### config.mk
export PLATFORM = sky130hd
export DESIGN_NAME = square_wave_channel_with_envelope
export DESIGN_NICKNAME = d
export VERILOG_FILES = /design/src/swce_pkg.sv /design/src/swce_front.sv /design/src/swce_back.sv /design/src/swce_outq.sv /design/src/square_wave_channel_with_envelope.sv
export SDC_FILE = /design/constraint.sdc
export NUM_CORES = 1
export LEC_CHECK = 0
export CORE_MARGIN = 4
export CORE_UTILIZATION = 30
export CTS_CLUSTER_SIZE = 30
export DETAILED_ROUTE_END_ITERATION = 8
export DONT_BUFFER_PORTS = 1
export HOLD_SLACK_MARGIN = 0.05
export PLACE_DENSITY = 0.46
export RECOVER_POWER = 100
export SETUP_SLACK_MARGIN = 0.15
export SLEW_MARGIN = 20
export SYNTH_ARGS = -nofsm -noshare
export SYNTH_HDL_FRONTEND = slang
export SYNTH_SLANG_ARGS = --single-unit
export TNS_END_PERCENT = 20
### constraint.sdc
create_clock -name clk -period 4.4 [get_ports clk]
set_input_delay 0.44 -clock clk [delete_from_list [all_inputs] [get_ports clk]]
set_output_delay 0.44 -clock clk [all_outputs]
set_load 0.02 [all_outputs]
### src/swce_pkg.sv
// swce_pkg: shared types, opcodes, register addresses and the duty table
// for the square wave channel; no dependencies
`default_nettype none

package swce_pkg;

	localparam logic [2:0] OP_WRITE    = 3'd0;
	localparam logic [2:0] OP_READ     = 3'd1;
	localparam logic [2:0] OP_TICK     = 3'd2;
	localparam logic [2:0] OP_LENGTH   = 3'd3;
	localparam logic [2:0] OP_ENVELOPE = 3'd4;

	localparam logic [7:0] ADDR_DUTY   = 8'h16;
	localparam logic [7:0] ADDR_ENV    = 8'h17;
	localparam logic [7:0] ADDR_FLO    = 8'h18;
	localparam logic [7:0] ADDR_FHI    = 8'h19;

	localparam int CQ_DEPTH = 4;
	localparam int CQ_AW    = 2;
	localparam int RQ_DEPTH = 2;
	localparam int RQ_AW    = 1;

	typedef struct packed {
		logic [2:0] opcode;
		logic [7:0] reg_address;
		logic [7:0] write_data;
	} in_beat_t;

	typedef struct packed {
		logic [7:0] read_data;
		logic [3:0] sample_out;
		logic       channel_on;
	} out_beat_t;

	typedef enum logic [3:0] {
		CMD_NOP,
		CMD_WR_DUTY,
		CMD_WR_ENV,
		CMD_WR_FLO,
		CMD_WR_FHI,
		CMD_RD_DUTY,
		CMD_RD_ENV,
		CMD_RD_FHI,
		CMD_TICK,
		CMD_LENGTH,
		CMD_ENVELOPE
	} cmd_op_t;

	typedef struct packed {
		cmd_op_t    op;
		logic [7:0] data;
	} cmd_t;

	typedef struct packed {
		logic valid;
		cmd_t cmd;
	} cmd_beat_t;

	function automatic logic [7:0] duty_pattern(input logic [1:0] sel);
		logic [7:0] pat;
		case (sel)
			2'd0: pat = 8'h01;
			2'd1: pat = 8'h81;
			2'd2: pat = 8'h87;
			default: pat = 8'h7E;
		endcase
		return pat;
	endfunction

endpackage

`default_nettype wire

### src/swce_front.sv
// swce_front: decodes incoming beats into channel commands and holds them
// in a short command queue; depends on swce_pkg
`default_nettype none

module swce_front
	import swce_pkg::*;
(
	input  wire logic      clk,
	input  wire logic      arst_n,
	input  wire logic      push,
	output logic           full,
	input  wire in_beat_t  item,
	output cmd_beat_t      cmd,
	input  wire logic      take
);

	cmd_t                cmd_dec;
	cmd_t                mem_q [CQ_DEPTH];
	logic [CQ_AW-1:0]    wr_ptr_q;
	logic [CQ_AW-1:0]    rd_ptr_q;
	logic [CQ_AW:0]      count_q;
	logic                push_ok;
	logic                pop_ok;

	always_comb begin
		cmd_dec.data = item.write_data;
		cmd_dec.op   = CMD_NOP;
		case (item.opcode)
			OP_WRITE: begin
				case (item.reg_address)
					ADDR_DUTY: cmd_dec.op = CMD_WR_DUTY;
					ADDR_ENV:  cmd_dec.op = CMD_WR_ENV;
					ADDR_FLO:  cmd_dec.op = CMD_WR_FLO;
					ADDR_FHI:  cmd_dec.op = CMD_WR_FHI;
					default:   cmd_dec.op = CMD_NOP;
				endcase
			end
			OP_READ: begin
				case (item.reg_address)
					ADDR_DUTY: cmd_dec.op = CMD_RD_DUTY;
					ADDR_ENV:  cmd_dec.op = CMD_RD_ENV;
					ADDR_FHI:  cmd_dec.op = CMD_RD_FHI;
					default:   cmd_dec.op = CMD_NOP;
				endcase
			end
			OP_TICK:     cmd_dec.op = CMD_TICK;
			OP_LENGTH:   cmd_dec.op = CMD_LENGTH;
			OP_ENVELOPE: cmd_dec.op = CMD_ENVELOPE;
			default:     cmd_dec.op = CMD_NOP;
		endcase
	end

	assign full      = (count_q == (CQ_AW+1)'(CQ_DEPTH));
	assign push_ok   = push && !full;
	assign cmd.valid = (count_q != '0);
	assign cmd.cmd   = mem_q[rd_ptr_q];
	assign pop_ok    = take && cmd.valid;

	always_ff @(posedge clk) begin
		if (push_ok) begin
			mem_q[wr_ptr_q] <= cmd_dec;
		end
	end

	always_ff @(posedge clk or negedge arst_n) begin
		if (!arst_n) begin
			wr_ptr_q <= '0;
			rd_ptr_q <= '0;
			count_q  <= '0;
		end else begin
			if (push_ok) begin
				wr_ptr_q <= wr_ptr_q + 1'b1;
			end
			if (pop_ok) begin
				rd_ptr_q <= rd_ptr_q + 1'b1;
			end
			case ({push_ok, pop_ok})
				2'b10:   count_q <= count_q + 1'b1;
				2'b01:   count_q <= count_q - 1'b1;
				default: count_q <= count_q;
			endcase
		end
	end

endmodule

`default_nettype wire

### src/swce_back.sv
// swce_back: channel state (timer, duty, length, envelope, registers) and
// command execution, one command per cycle when rq_full is low; depends on swce_pkg
`default_nettype none

module swce_back
	import swce_pkg::*;
(
	input  wire logic      clk,
	input  wire logic      arst_n,
	input  wire cmd_beat_t cmd,
	output logic           take,
	input  wire logic      rq_full,
	output out_beat_t      res
);

	logic [2:0]  duty_pos_q,   duty_pos_d;
	logic [13:0] freq_cnt_q,   freq_cnt_d;
	logic [10:0] freq_q,       freq_d;
	logic [2:0]  env_cnt_q,    env_cnt_d;
	logic [3:0]  vol_q,        vol_d;
	logic [6:0]  len_q,        len_d;
	logic [1:0]  duty_sel_q,   duty_sel_d;
	logic        env_inc_q,    env_inc_d;
	logic [3:0]  env_start_q,  env_start_d;
	logic [2:0]  env_per_q,    env_per_d;
	logic        len_en_q,     len_en_d;
	logic        enabled_q,    enabled_d;
	logic [4:0]  dac_q,        dac_d;
	logic [13:0] freq_reload;
	logic [11:0] freq_diff;
	logic [2:0]  env_dec;
	logic [7:0]  rd;
	logic [7:0]  pat;
	logic [7:0]  d;

	assign take      = cmd.valid && !rq_full;
	assign d         = cmd.cmd.data;
	assign freq_diff = 12'd2048 - {1'b0, freq_q};
	assign freq_reload = {freq_diff, 2'b00};
	assign env_dec   = (env_cnt_q != 3'd0) ? env_cnt_q - 3'd1 : env_cnt_q;

	always_comb begin
		duty_pos_d  = duty_pos_q;
		freq_cnt_d  = freq_cnt_q;
		freq_d      = freq_q;
		env_cnt_d   = env_cnt_q;
		vol_d       = vol_q;
		len_d       = len_q;
		duty_sel_d  = duty_sel_q;
		env_inc_d   = env_inc_q;
		env_start_d = env_start_q;
		env_per_d   = env_per_q;
		len_en_d    = len_en_q;
		enabled_d   = enabled_q;
		dac_d       = dac_q;
		rd          = 8'hFF;
		case (cmd.cmd.op)
			CMD_WR_DUTY: begin
				duty_sel_d = d[7:6];
				len_d      = 7'd64 - {1'b0, d[5:0]};
			end
			CMD_WR_ENV: begin
				env_inc_d   = d[3];
				env_start_d = d[7:4];
				env_per_d   = d[2:0];
				dac_d       = d[7:3];
				if (d[7:3] == 5'd0) begin
					enabled_d = 1'b0;
				end
			end
			CMD_WR_FLO: freq_d = {freq_q[10:8], d};
			CMD_WR_FHI: begin
				freq_d   = {d[2:0], freq_q[7:0]};
				len_en_d = d[6];
				if (d[7] && (dac_q != 5'd0)) begin
					if (len_q == 7'd0) begin
						len_d = 7'd64;
					end
					enabled_d = 1'b1;
					env_cnt_d = env_per_q;
					vol_d     = env_start_q;
				end
			end
			CMD_RD_DUTY: rd = {duty_sel_q, 6'h3F};
			CMD_RD_ENV:  rd = {env_start_q, env_inc_q, env_per_q};
			CMD_RD_FHI:  rd = {1'b1, len_en_q, 6'h3F};
			CMD_TICK: begin
				if (freq_cnt_q == 14'd0) begin
					freq_cnt_d = freq_reload - 14'd1;
					duty_pos_d = duty_pos_q + 3'd1;
				end else begin
					freq_cnt_d = freq_cnt_q - 14'd1;
				end
			end
			CMD_LENGTH: begin
				if (len_en_q && (len_q != 7'd0)) begin
					len_d = len_q - 7'd1;
					if (len_q == 7'd1) begin
						enabled_d = 1'b0;
					end
				end
			end
			CMD_ENVELOPE: begin
				if (env_per_q != 3'd0) begin
					env_cnt_d = env_dec;
					if (env_dec == 3'd0) begin
						env_cnt_d = env_per_q;
						if (env_inc_q) begin
							if (vol_q != 4'hF) begin
								vol_d = vol_q + 4'd1;
							end
						end else if (vol_q != 4'd0) begin
							vol_d = vol_q - 4'd1;
						end
					end
				end
			end
			default: rd = 8'hFF;
		endcase
	end

	assign pat = duty_pattern(duty_sel_d);

	always_comb begin
		res.read_data  = rd;
		res.channel_on = enabled_d;
		res.sample_out = (enabled_d && pat[~duty_pos_d]) ? vol_d : 4'd0;
	end

	always_ff @(posedge clk or negedge arst_n) begin
		if (!arst_n) begin
			duty_pos_q  <= '0;
			freq_cnt_q  <= '0;
			freq_q      <= '0;
			env_cnt_q   <= '0;
			vol_q       <= '0;
			len_q       <= '0;
			duty_sel_q  <= '0;
			env_inc_q   <= 1'b0;
			env_start_q <= '0;
			env_per_q   <= '0;
			len_en_q    <= 1'b0;
			enabled_q   <= 1'b0;
			dac_q       <= '0;
		end else if (take) begin
			duty_pos_q  <= duty_pos_d;
			freq_cnt_q  <= freq_cnt_d;
			freq_q      <= freq_d;
			env_cnt_q   <= env_cnt_d;
			vol_q       <= vol_d;
			len_q       <= len_d;
			duty_sel_q  <= duty_sel_d;
			env_inc_q   <= env_inc_d;
			env_start_q <= env_start_d;
			env_per_q   <= env_per_d;
			len_en_q    <= len_en_d;
			enabled_q   <= enabled_d;
			dac_q       <= dac_d;
		end
	end

endmodule

`default_nettype wire

### src/swce_outq.sv
// swce_outq: two-entry result queue between the back end and the result port
// depends on swce_pkg
`default_nettype none

module swce_outq
	import swce_pkg::*;
(
	input  wire logic      clk,
	input  wire logic      arst_n,
	input  wire logic      wr,
	input  wire out_beat_t wr_data,
	output logic           rq_full,
	output logic           empty,
	input  wire logic      pop,
	output out_beat_t      result
);

	out_beat_t          mem_q [RQ_DEPTH];
	logic [RQ_AW-1:0]   wr_ptr_q;
	logic [RQ_AW-1:0]   rd_ptr_q;
	logic [RQ_AW:0]     count_q;
	logic               pop_ok;

	assign rq_full = (count_q == (RQ_AW+1)'(RQ_DEPTH));
	assign empty   = (count_q == '0);
	assign pop_ok  = pop && !empty;
	assign result  = mem_q[rd_ptr_q];

	always_ff @(posedge clk) begin
		if (wr) begin
			mem_q[wr_ptr_q] <= wr_data;
		end
	end

	always_ff @(posedge clk or negedge arst_n) begin
		if (!arst_n) begin
			wr_ptr_q <= '0;
			rd_ptr_q <= '0;
			count_q  <= '0;
		end else begin
			if (wr) begin
				wr_ptr_q <= wr_ptr_q + 1'b1;
			end
			if (pop_ok) begin
				rd_ptr_q <= rd_ptr_q + 1'b1;
			end
			case ({wr, pop_ok})
				2'b10:   count_q <= count_q + 1'b1;
				2'b01:   count_q <= count_q - 1'b1;
				default: count_q <= count_q;
			endcase
		end
	end

endmodule

`default_nettype wire

### src/square_wave_channel_with_envelope.sv
// square_wave_channel_with_envelope: top level of the pulse channel
// depends on swce_pkg, swce_front, swce_back and swce_outq
//
// usage: events enter as beats on the input queue port (push/full, item)
// and every event gives exactly one result beat on the output queue port
// (empty/pop, result), in order. an input beat is taken when push is high
// and full is low; a result beat leaves when pop is high and empty is low.
// an input beat is decoded into the command queue, then executed into the
// result queue, and from there it reaches the result port.
// throughput: one beat per cycle while the result queue has room, set by
// the execute stage that updates the timer, length, envelope and register state.
// the four-entry command queue and two-entry result queue let both sides
// stall on their own; when pop stays low the result queue fills, execution
// halts and the command queue then fills, raising full.
// reset: arst_n low clears all channel state to zero and empties both queues.
`default_nettype none

module square_wave_channel_with_envelope
	import swce_pkg::*;
(
	input  wire logic      clk,
	input  wire logic      arst_n,
	input  wire logic      push,
	output logic           full,
	input  wire in_beat_t  item,
	output logic           empty,
	input  wire logic      pop,
	output out_beat_t      result
);

	cmd_beat_t cmd;
	logic      take;
	logic      rq_full;
	out_beat_t res;

	swce_front u_front (
		.clk    (clk),
		.arst_n (arst_n),
		.push   (push),
		.full   (full),
		.item   (item),
		.cmd    (cmd),
		.take   (take)
	);

	swce_back u_back (
		.clk     (clk),
		.arst_n  (arst_n),
		.cmd     (cmd),
		.take    (take),
		.rq_full (rq_full),
		.res     (res)
	);

	swce_outq u_outq (
		.clk     (clk),
		.arst_n  (arst_n),
		.wr      (take),
		.wr_data (res),
		.rq_full (rq_full),
		.empty   (empty),
		.pop     (pop),
		.result  (result)
	);

	a_cmd_queued: assert property (@(posedge clk) disable iff (!arst_n)
		(push && !full) |=> cmd.valid)
		else $error("accepted beat missing from command queue");

	a_result_queued: assert property (@(posedge clk) disable iff (!arst_n)
		take |=> !empty)
		else $error("executed command produced no result beat");

	a_silent_off: assert property (@(posedge clk) disable iff (!arst_n)
		(!empty && !result.channel_on) |-> (result.sample_out == 4'd0))
		else $error("sample nonzero while channel is off");

endmodule

`default_nettype wire
Word-level counts from Yosys, hierarchy flattened:

Memory sizes are Yosys's and may differ from the RTL's.
Cells that the tools add are included.

* register bits: 70
* bits in latches: 0
* RAM bits: 74
* bits in read-only memories: 0
* bits of input ports: 23
* output and inout port bits: 15
* word-level logic and storage cells: 149
* memories: 2

* $add $sub $neg: 17
* multiply operators: 0
* divide/modulo/power cells: 0
* magnitude comparators: 1
* equality and inequality tests: 32
* shift operators: 0
* mux-type cells: 40
* bitwise gates (word level): 3
* reductions and logical operators: 34

Memories
* u_front.mem_q: depth 4, width 12, read ports 1, clocked after memory_dff 0, wr ports 1, RTL line swce_front.sv:18 `cmd_t mem_q [CQ_DEPTH];`
* u_outq.mem_q: depth 2, width 13, read ports 1, clocked after memory_dff 0, wr ports 1, RTL line swce_outq.sv:18 `out_beat_t mem_q [RQ_DEPTH];`

Operators by type and width (number)
* case mux 8 bit (3 select lines): 2
* equality test 8 x 5 -> 1 bit, second input constant: 4
* 2-to-1 mux 4 bit: 7
* subtractor 14 x 1 -> 14 bit, second input constant: 2
* case mux 11 bit (2 select lines): 1
* 2-to-1 mux 7 bit: 3
* case mux 7 bit (3 select lines): 1
* case mux 4 bit (5 select lines): 1
* 2-to-1 mux 3 bit: 6
* equality test 4 x 3 -> 1 bit, second input constant: 4
* zero test 14 bit: 1
* 2-to-1 mux 14 bit: 1
* equality test 4 bit, second input constant: 3
* case mux 3 bit (2 select lines): 2
* case mux 3 bit (4 select lines): 1
* nonzero test 3 bit: 4
* subtractor 12 x 11 -> 12 bit, first input constant: 1
* 2-to-1 mux 1 bit: 9
* case mux 3 bit (3 select lines): 1
* equality test 2 bit, second input constant: 4
* equality test 4 x 2 -> 1 bit, second input constant: 2
* != test 2 x 1 -> 1 bit, second input constant: 4
* case mux 4 bit (2 select lines): 1
* equality test 7 x 1 -> 1 bit, second input constant: 1
* 36 further kinds: 61

Depth between registers and ports, before layout:

An unclocked memory read counts as a cell.

* depth in word-level cells: 9
* mapped depth: 12
* gate-level depth less buffers: 11

Modules after synthesis:

Synthesis repeated with hierarchy kept, for this count alone.

* cells, all modules: 678
* area, all modules: 7546.0 µm²

By module, submodules not included
* swce_back: instances 1, cells an instance 499, area each 4061.4 µm², seq. area each 1351.3 µm²
* swce_front: instances 1, cells an instance 122, area each 2351.0 µm², seq. area each 1616.6 µm²
* swce_outq: instances 1, cells an instance 57, area each 1133.6 µm², seq. area each 880.8 µm²

Least setup slack after synthesis:

No wires, ideal clock.

* path kind: register to register
* start point: reg u_front.rd_ptr_q[0]
* end point: mem u_outq.mem_q[0][1] (netlist bit), data pin
* setup time: 0.269 ns
* data arrival time: 2.788 ns
* data required time: 4.131 ns
* slack: 1.343 ns
* cell stages (with the launch flop): 12
* buffers on the path: 2
* clock period less this slack: 3.057 ns
* cells stage by stage: dfrtp_1 > buf_6 > mux4_2 > buf_2 > nor4b_4 > mux2_2 > ha_1 > a221o_1 > mux2i_1 > o211a_1 > a211o_1 > nor2_1

RTL lines
* start: declaration: RTL line swce_front.sv:20 `logic [CQ_AW-1:0] rd_ptr_q;`
* start signal: assignment: RTL line swce_front.sv:75 `rd_ptr_q <= rd_ptr_q + 1'b1;`
* end: declaration: RTL line swce_outq.sv:18

==> impl_metrics.env <==
export IMPL_dr_total_vias=4943
export IMPL_cts_root_buf="clkbuf_16"
export IMPL_placed_cells=944
export IMPL_coreArea_um2=24180
export IMPL_cts_tree="built"
export IMPL_place_ws_ps=971.2
export IMPL_hpwl_um=11600
export IMPL_die_y_um=164.5
export IMPL_grt_max_degree=66
export IMPL_violations="capacitance limit"
export IMPL_end_kind="register"
export IMPL_die_w_um=164.5
export IMPL_n_antenna_cell=0
export IMPL_hp_class="in2reg"
export IMPL_status="complete, but fails checks"
export IMPL_route_detailed_drc=0
export IMPL_fin_crit_ps=3594
export IMPL_synth_top_cell_area_share_pct=30.24
export IMPL_reg2reg_from="u_front.rd_ptr_q[1]"
export IMPL_p_leak_nw=2.946
export IMPL_setup_ws_ps=806.1
export IMPL_via_per_inst=5.059
export IMPL_critPathLaunchType="register"
export IMPL_clk_pin_slew_ps=60
export IMPL_postLayoutCellArea_um2=8253
export IMPL_synth_seq_cells=139
export IMPL_cts_resized=0
export IMPL_overflow=0
export IMPL_grt_total_usage_pct=12.73
export IMPL_row_count=57
export IMPL_syn_area_um2=7348
export IMPL_postRouteWirelength_um=16290
export IMPL_gp_congestion=0.8577
export IMPL_timing_rr_end="u_outq.mem_q[1][3]"
export IMPL_cts_buffers=17
export IMPL_max_cap_viol_count=1
export IMPL_setup_viol=0
export IMPL_startpoint="u_front.rd_ptr_q[1]"
export IMPL_htreeDepth=4
export IMPL_p_per_area_nw_per_um2=742.2
export IMPL_die_area_um2=27060
export IMPL_worst_setup_path_type="reg2reg"
export IMPL_portBuffers=0
export IMPL_endpoint="u_outq.mem_q[1][3]"
export IMPL_synth_edf_count=74
export IMPL_crit_required_ps=4550
export IMPL_synth_area_per_cell_um2=11.52
export IMPL_reg2reg_depth=7
export IMPL_crit_fanout=13
export IMPL_hold_viol_final=0
export IMPL_ant_nets=0
export IMPL_period_share_pct=81.68
export IMPL_post_cts_buffers=0
export IMPL_initial_core_util_pct=30.39
export IMPL_ys_warnings_count=0
export IMPL_area_growth_pct=12.31
export IMPL_drive_gt1_share_pct=10.57
export IMPL_tightest_slew_ps=1480
export IMPL_synth_area_leaders="edfxtp_1 (30%), dfrtp_1 (22%), mux2_2 (4.0%), mux4_2 (3.7%), ha_1 (3.6%)"
export IMPL_rsz0062_at_grt="false"
export IMPL_io_pins=38
export IMPL_slew_headroom_pct=0.5861
export IMPL_drt_first_pass_iters=5
export IMPL_n_fill_cell=2383
export IMPL_finClkSkew_ps=10.43
export IMPL_holdWs_ps=118.1
export IMPL_antenna_found_initial=0
export IMPL_clock_sinks=139
export IMPL_syn_num_nets=683
export IMPL_grt_pass1_vias=5064
export IMPL_ir_drop_mv=0.2884
export IMPL_grt_pass1_wl_um=26930
export IMPL_post_dp_cell_area_um2=7689
export IMPL_synth_seq_area_share_pct=52.38
export IMPL_slew_viol_final=0
export IMPL_wl_per_cell_um=16.67
export IMPL_cts_hold_buf=2
export IMPL_post_route_util_pct=34.14
export IMPL_power_mw=6.125
export IMPL_nets=686
export IMPL_cts_path_max_buffers=2
export IMPL_arrival_ps=3740
export IMPL_r2r_slack_ps=810
export IMPL_syn_inst=638
export IMPL_yosysUniqueCellTypes=75
export IMPL_async_flop_share_pct=46.76
export IMPL_timing_fmax_mhz=278.3
export IMPL_fin_setup_tns_ps=0
export IMPL_insertion_delay_ps=420
export IMPL_stdcell_count=977
export IMPL_synthFlopType="edfxtp_1"
export IMPL_yosys_area_top_type="edfxtp_1"
export IMPL_drtIter0Drc=348
[Yosys cell counts, types with 5 or more instances]
library cell,number
a31oi_1,5
xor2_1,11
mux4_2,12
o211ai_1,8
or4_1,5
clkbuf_1,14
nor3_1,18
and2_1,6
o22ai_1,5
edfxtp_1,74
nor4_1,6
nor2_1,36
ha_1,21
xnor2_1,25
buf_2,7
mux2i_1,6
inv_1,35
o21ai_1,13
mux2_2,26
dfrtp_1,65
and3_1,8
a21oi_1,21
o21ai_0,31
nor2b_1,5
nand2b_1,7
or3_1,12
nand2_1,53
nand3_1,23
[logic make-up (layout without fill, tap and decap cells)]
logic type | Yosys count | count (layout) | synth area share, %
adder cells (fa/ha/maj) | 22 | 22 | 3.848
AND/OR/NAND/NOR | 208 | 208 | 15.67
XOR/XNOR | 36 | 36 | 4.291
buffers and inverters | 58 | 73 | 3.286
multiplexers | 44 | 44 | 8.480
flip-flops | 139 | 139 | 52.38
AO/OA/AOI/OAI | 131 | 131 | 12.06
[layout make-up]
cell class	count	area [um^2]	share of cell area, %
inverter	35	131.4	1.592
sequential	139	3849	46.63
clock buffer	17	425.4	5.155
timing repair buffer	7	63.81	0.7732
tap	324	405.4	4.912
multi-input combinational	441	3229	39.13
clock inverter	14	148.9	1.804
[worst max-delay path, stage by stage, from the launching register on]
cell      delay, ps
dfrtp_1         700
mux4_2          520
nand2b_1        290
or3_1           580
o21ai_0         550
o21ai_0         180
a211oi_1        370
nor2_1          130
[how the worst min path moves through the flow]
| stage | start | end | slack, ps | cells after the start |
|---|---|---|---|---|
| 3_3_place_gp | arst_n | u_back.freq_cnt_q[3] | 150 | 0 |
| 2_1_floorplan | arst_n | u_back.dac_q[0] | 140 | 0 |
| 3_5_place_dp | arst_n | u_back.freq_cnt_q[3] | 150 | 0 |
| 6_report | item[0] | u_front.mem_q[1][0] | 120 | 0 |
| 5_1_grt | item[2] | u_front.mem_q[2][2] | 80 | 0 |
| 4_1_cts | item[0] | u_front.mem_q[1][0] | 90 | 0 |
[state kept, by name, summed over array words and instances (netlist names), 4 cells and up]
name and flops:
u_front.mem_q 48, u_outq.mem_q 26, u_back.freq_cnt_q 14, u_back.freq_q 11, u_back.len_q 7, u_back.dac_q 5
u_back.vol_q 4
[power breakdown]
group          total, mW  internal, mW  switching, mW
Clock               1.39         0.833          0.558
Sequential          2.23          1.84          0.395
Combinational       2.50         0.980           1.52
[per-layer routing]
metal / track usage [%] / wire length, um / up-vias
met5: 0 / 0 / -
met4: 3.781 / 187 / 0
met3: 3.594 / 771 / 14
met2: 20.79 / 7806 / 114
met1: 16.55 / 7523 / 2428
li1: - / - / 2387
[cells in the final DEF (no fill, tap or decap), types with 12 or more instances in the layout]
cell type | Yosys | layout
a21oi_1 | 21 | 21
clkbuf_16 | 0 | 17
dfrtp_1 | 65 | 65
edfxtp_1 | 74 | 74
ha_1 | 21 | 21
inv_1 | 35 | 35
mux2_1 | 0 | 13
mux2_2 | 26 | 13
mux4_2 | 12 | 12
nand2_1 | 53 | 53
nand3_1 | 23 | 23
nor2_1 | 36 | 36
nor3_1 | 18 | 19
o21ai_0 | 31 | 37
or3_1 | 12 | 12
xnor2_1 | 25 | 25
Power figures use the tool's default switching activity.
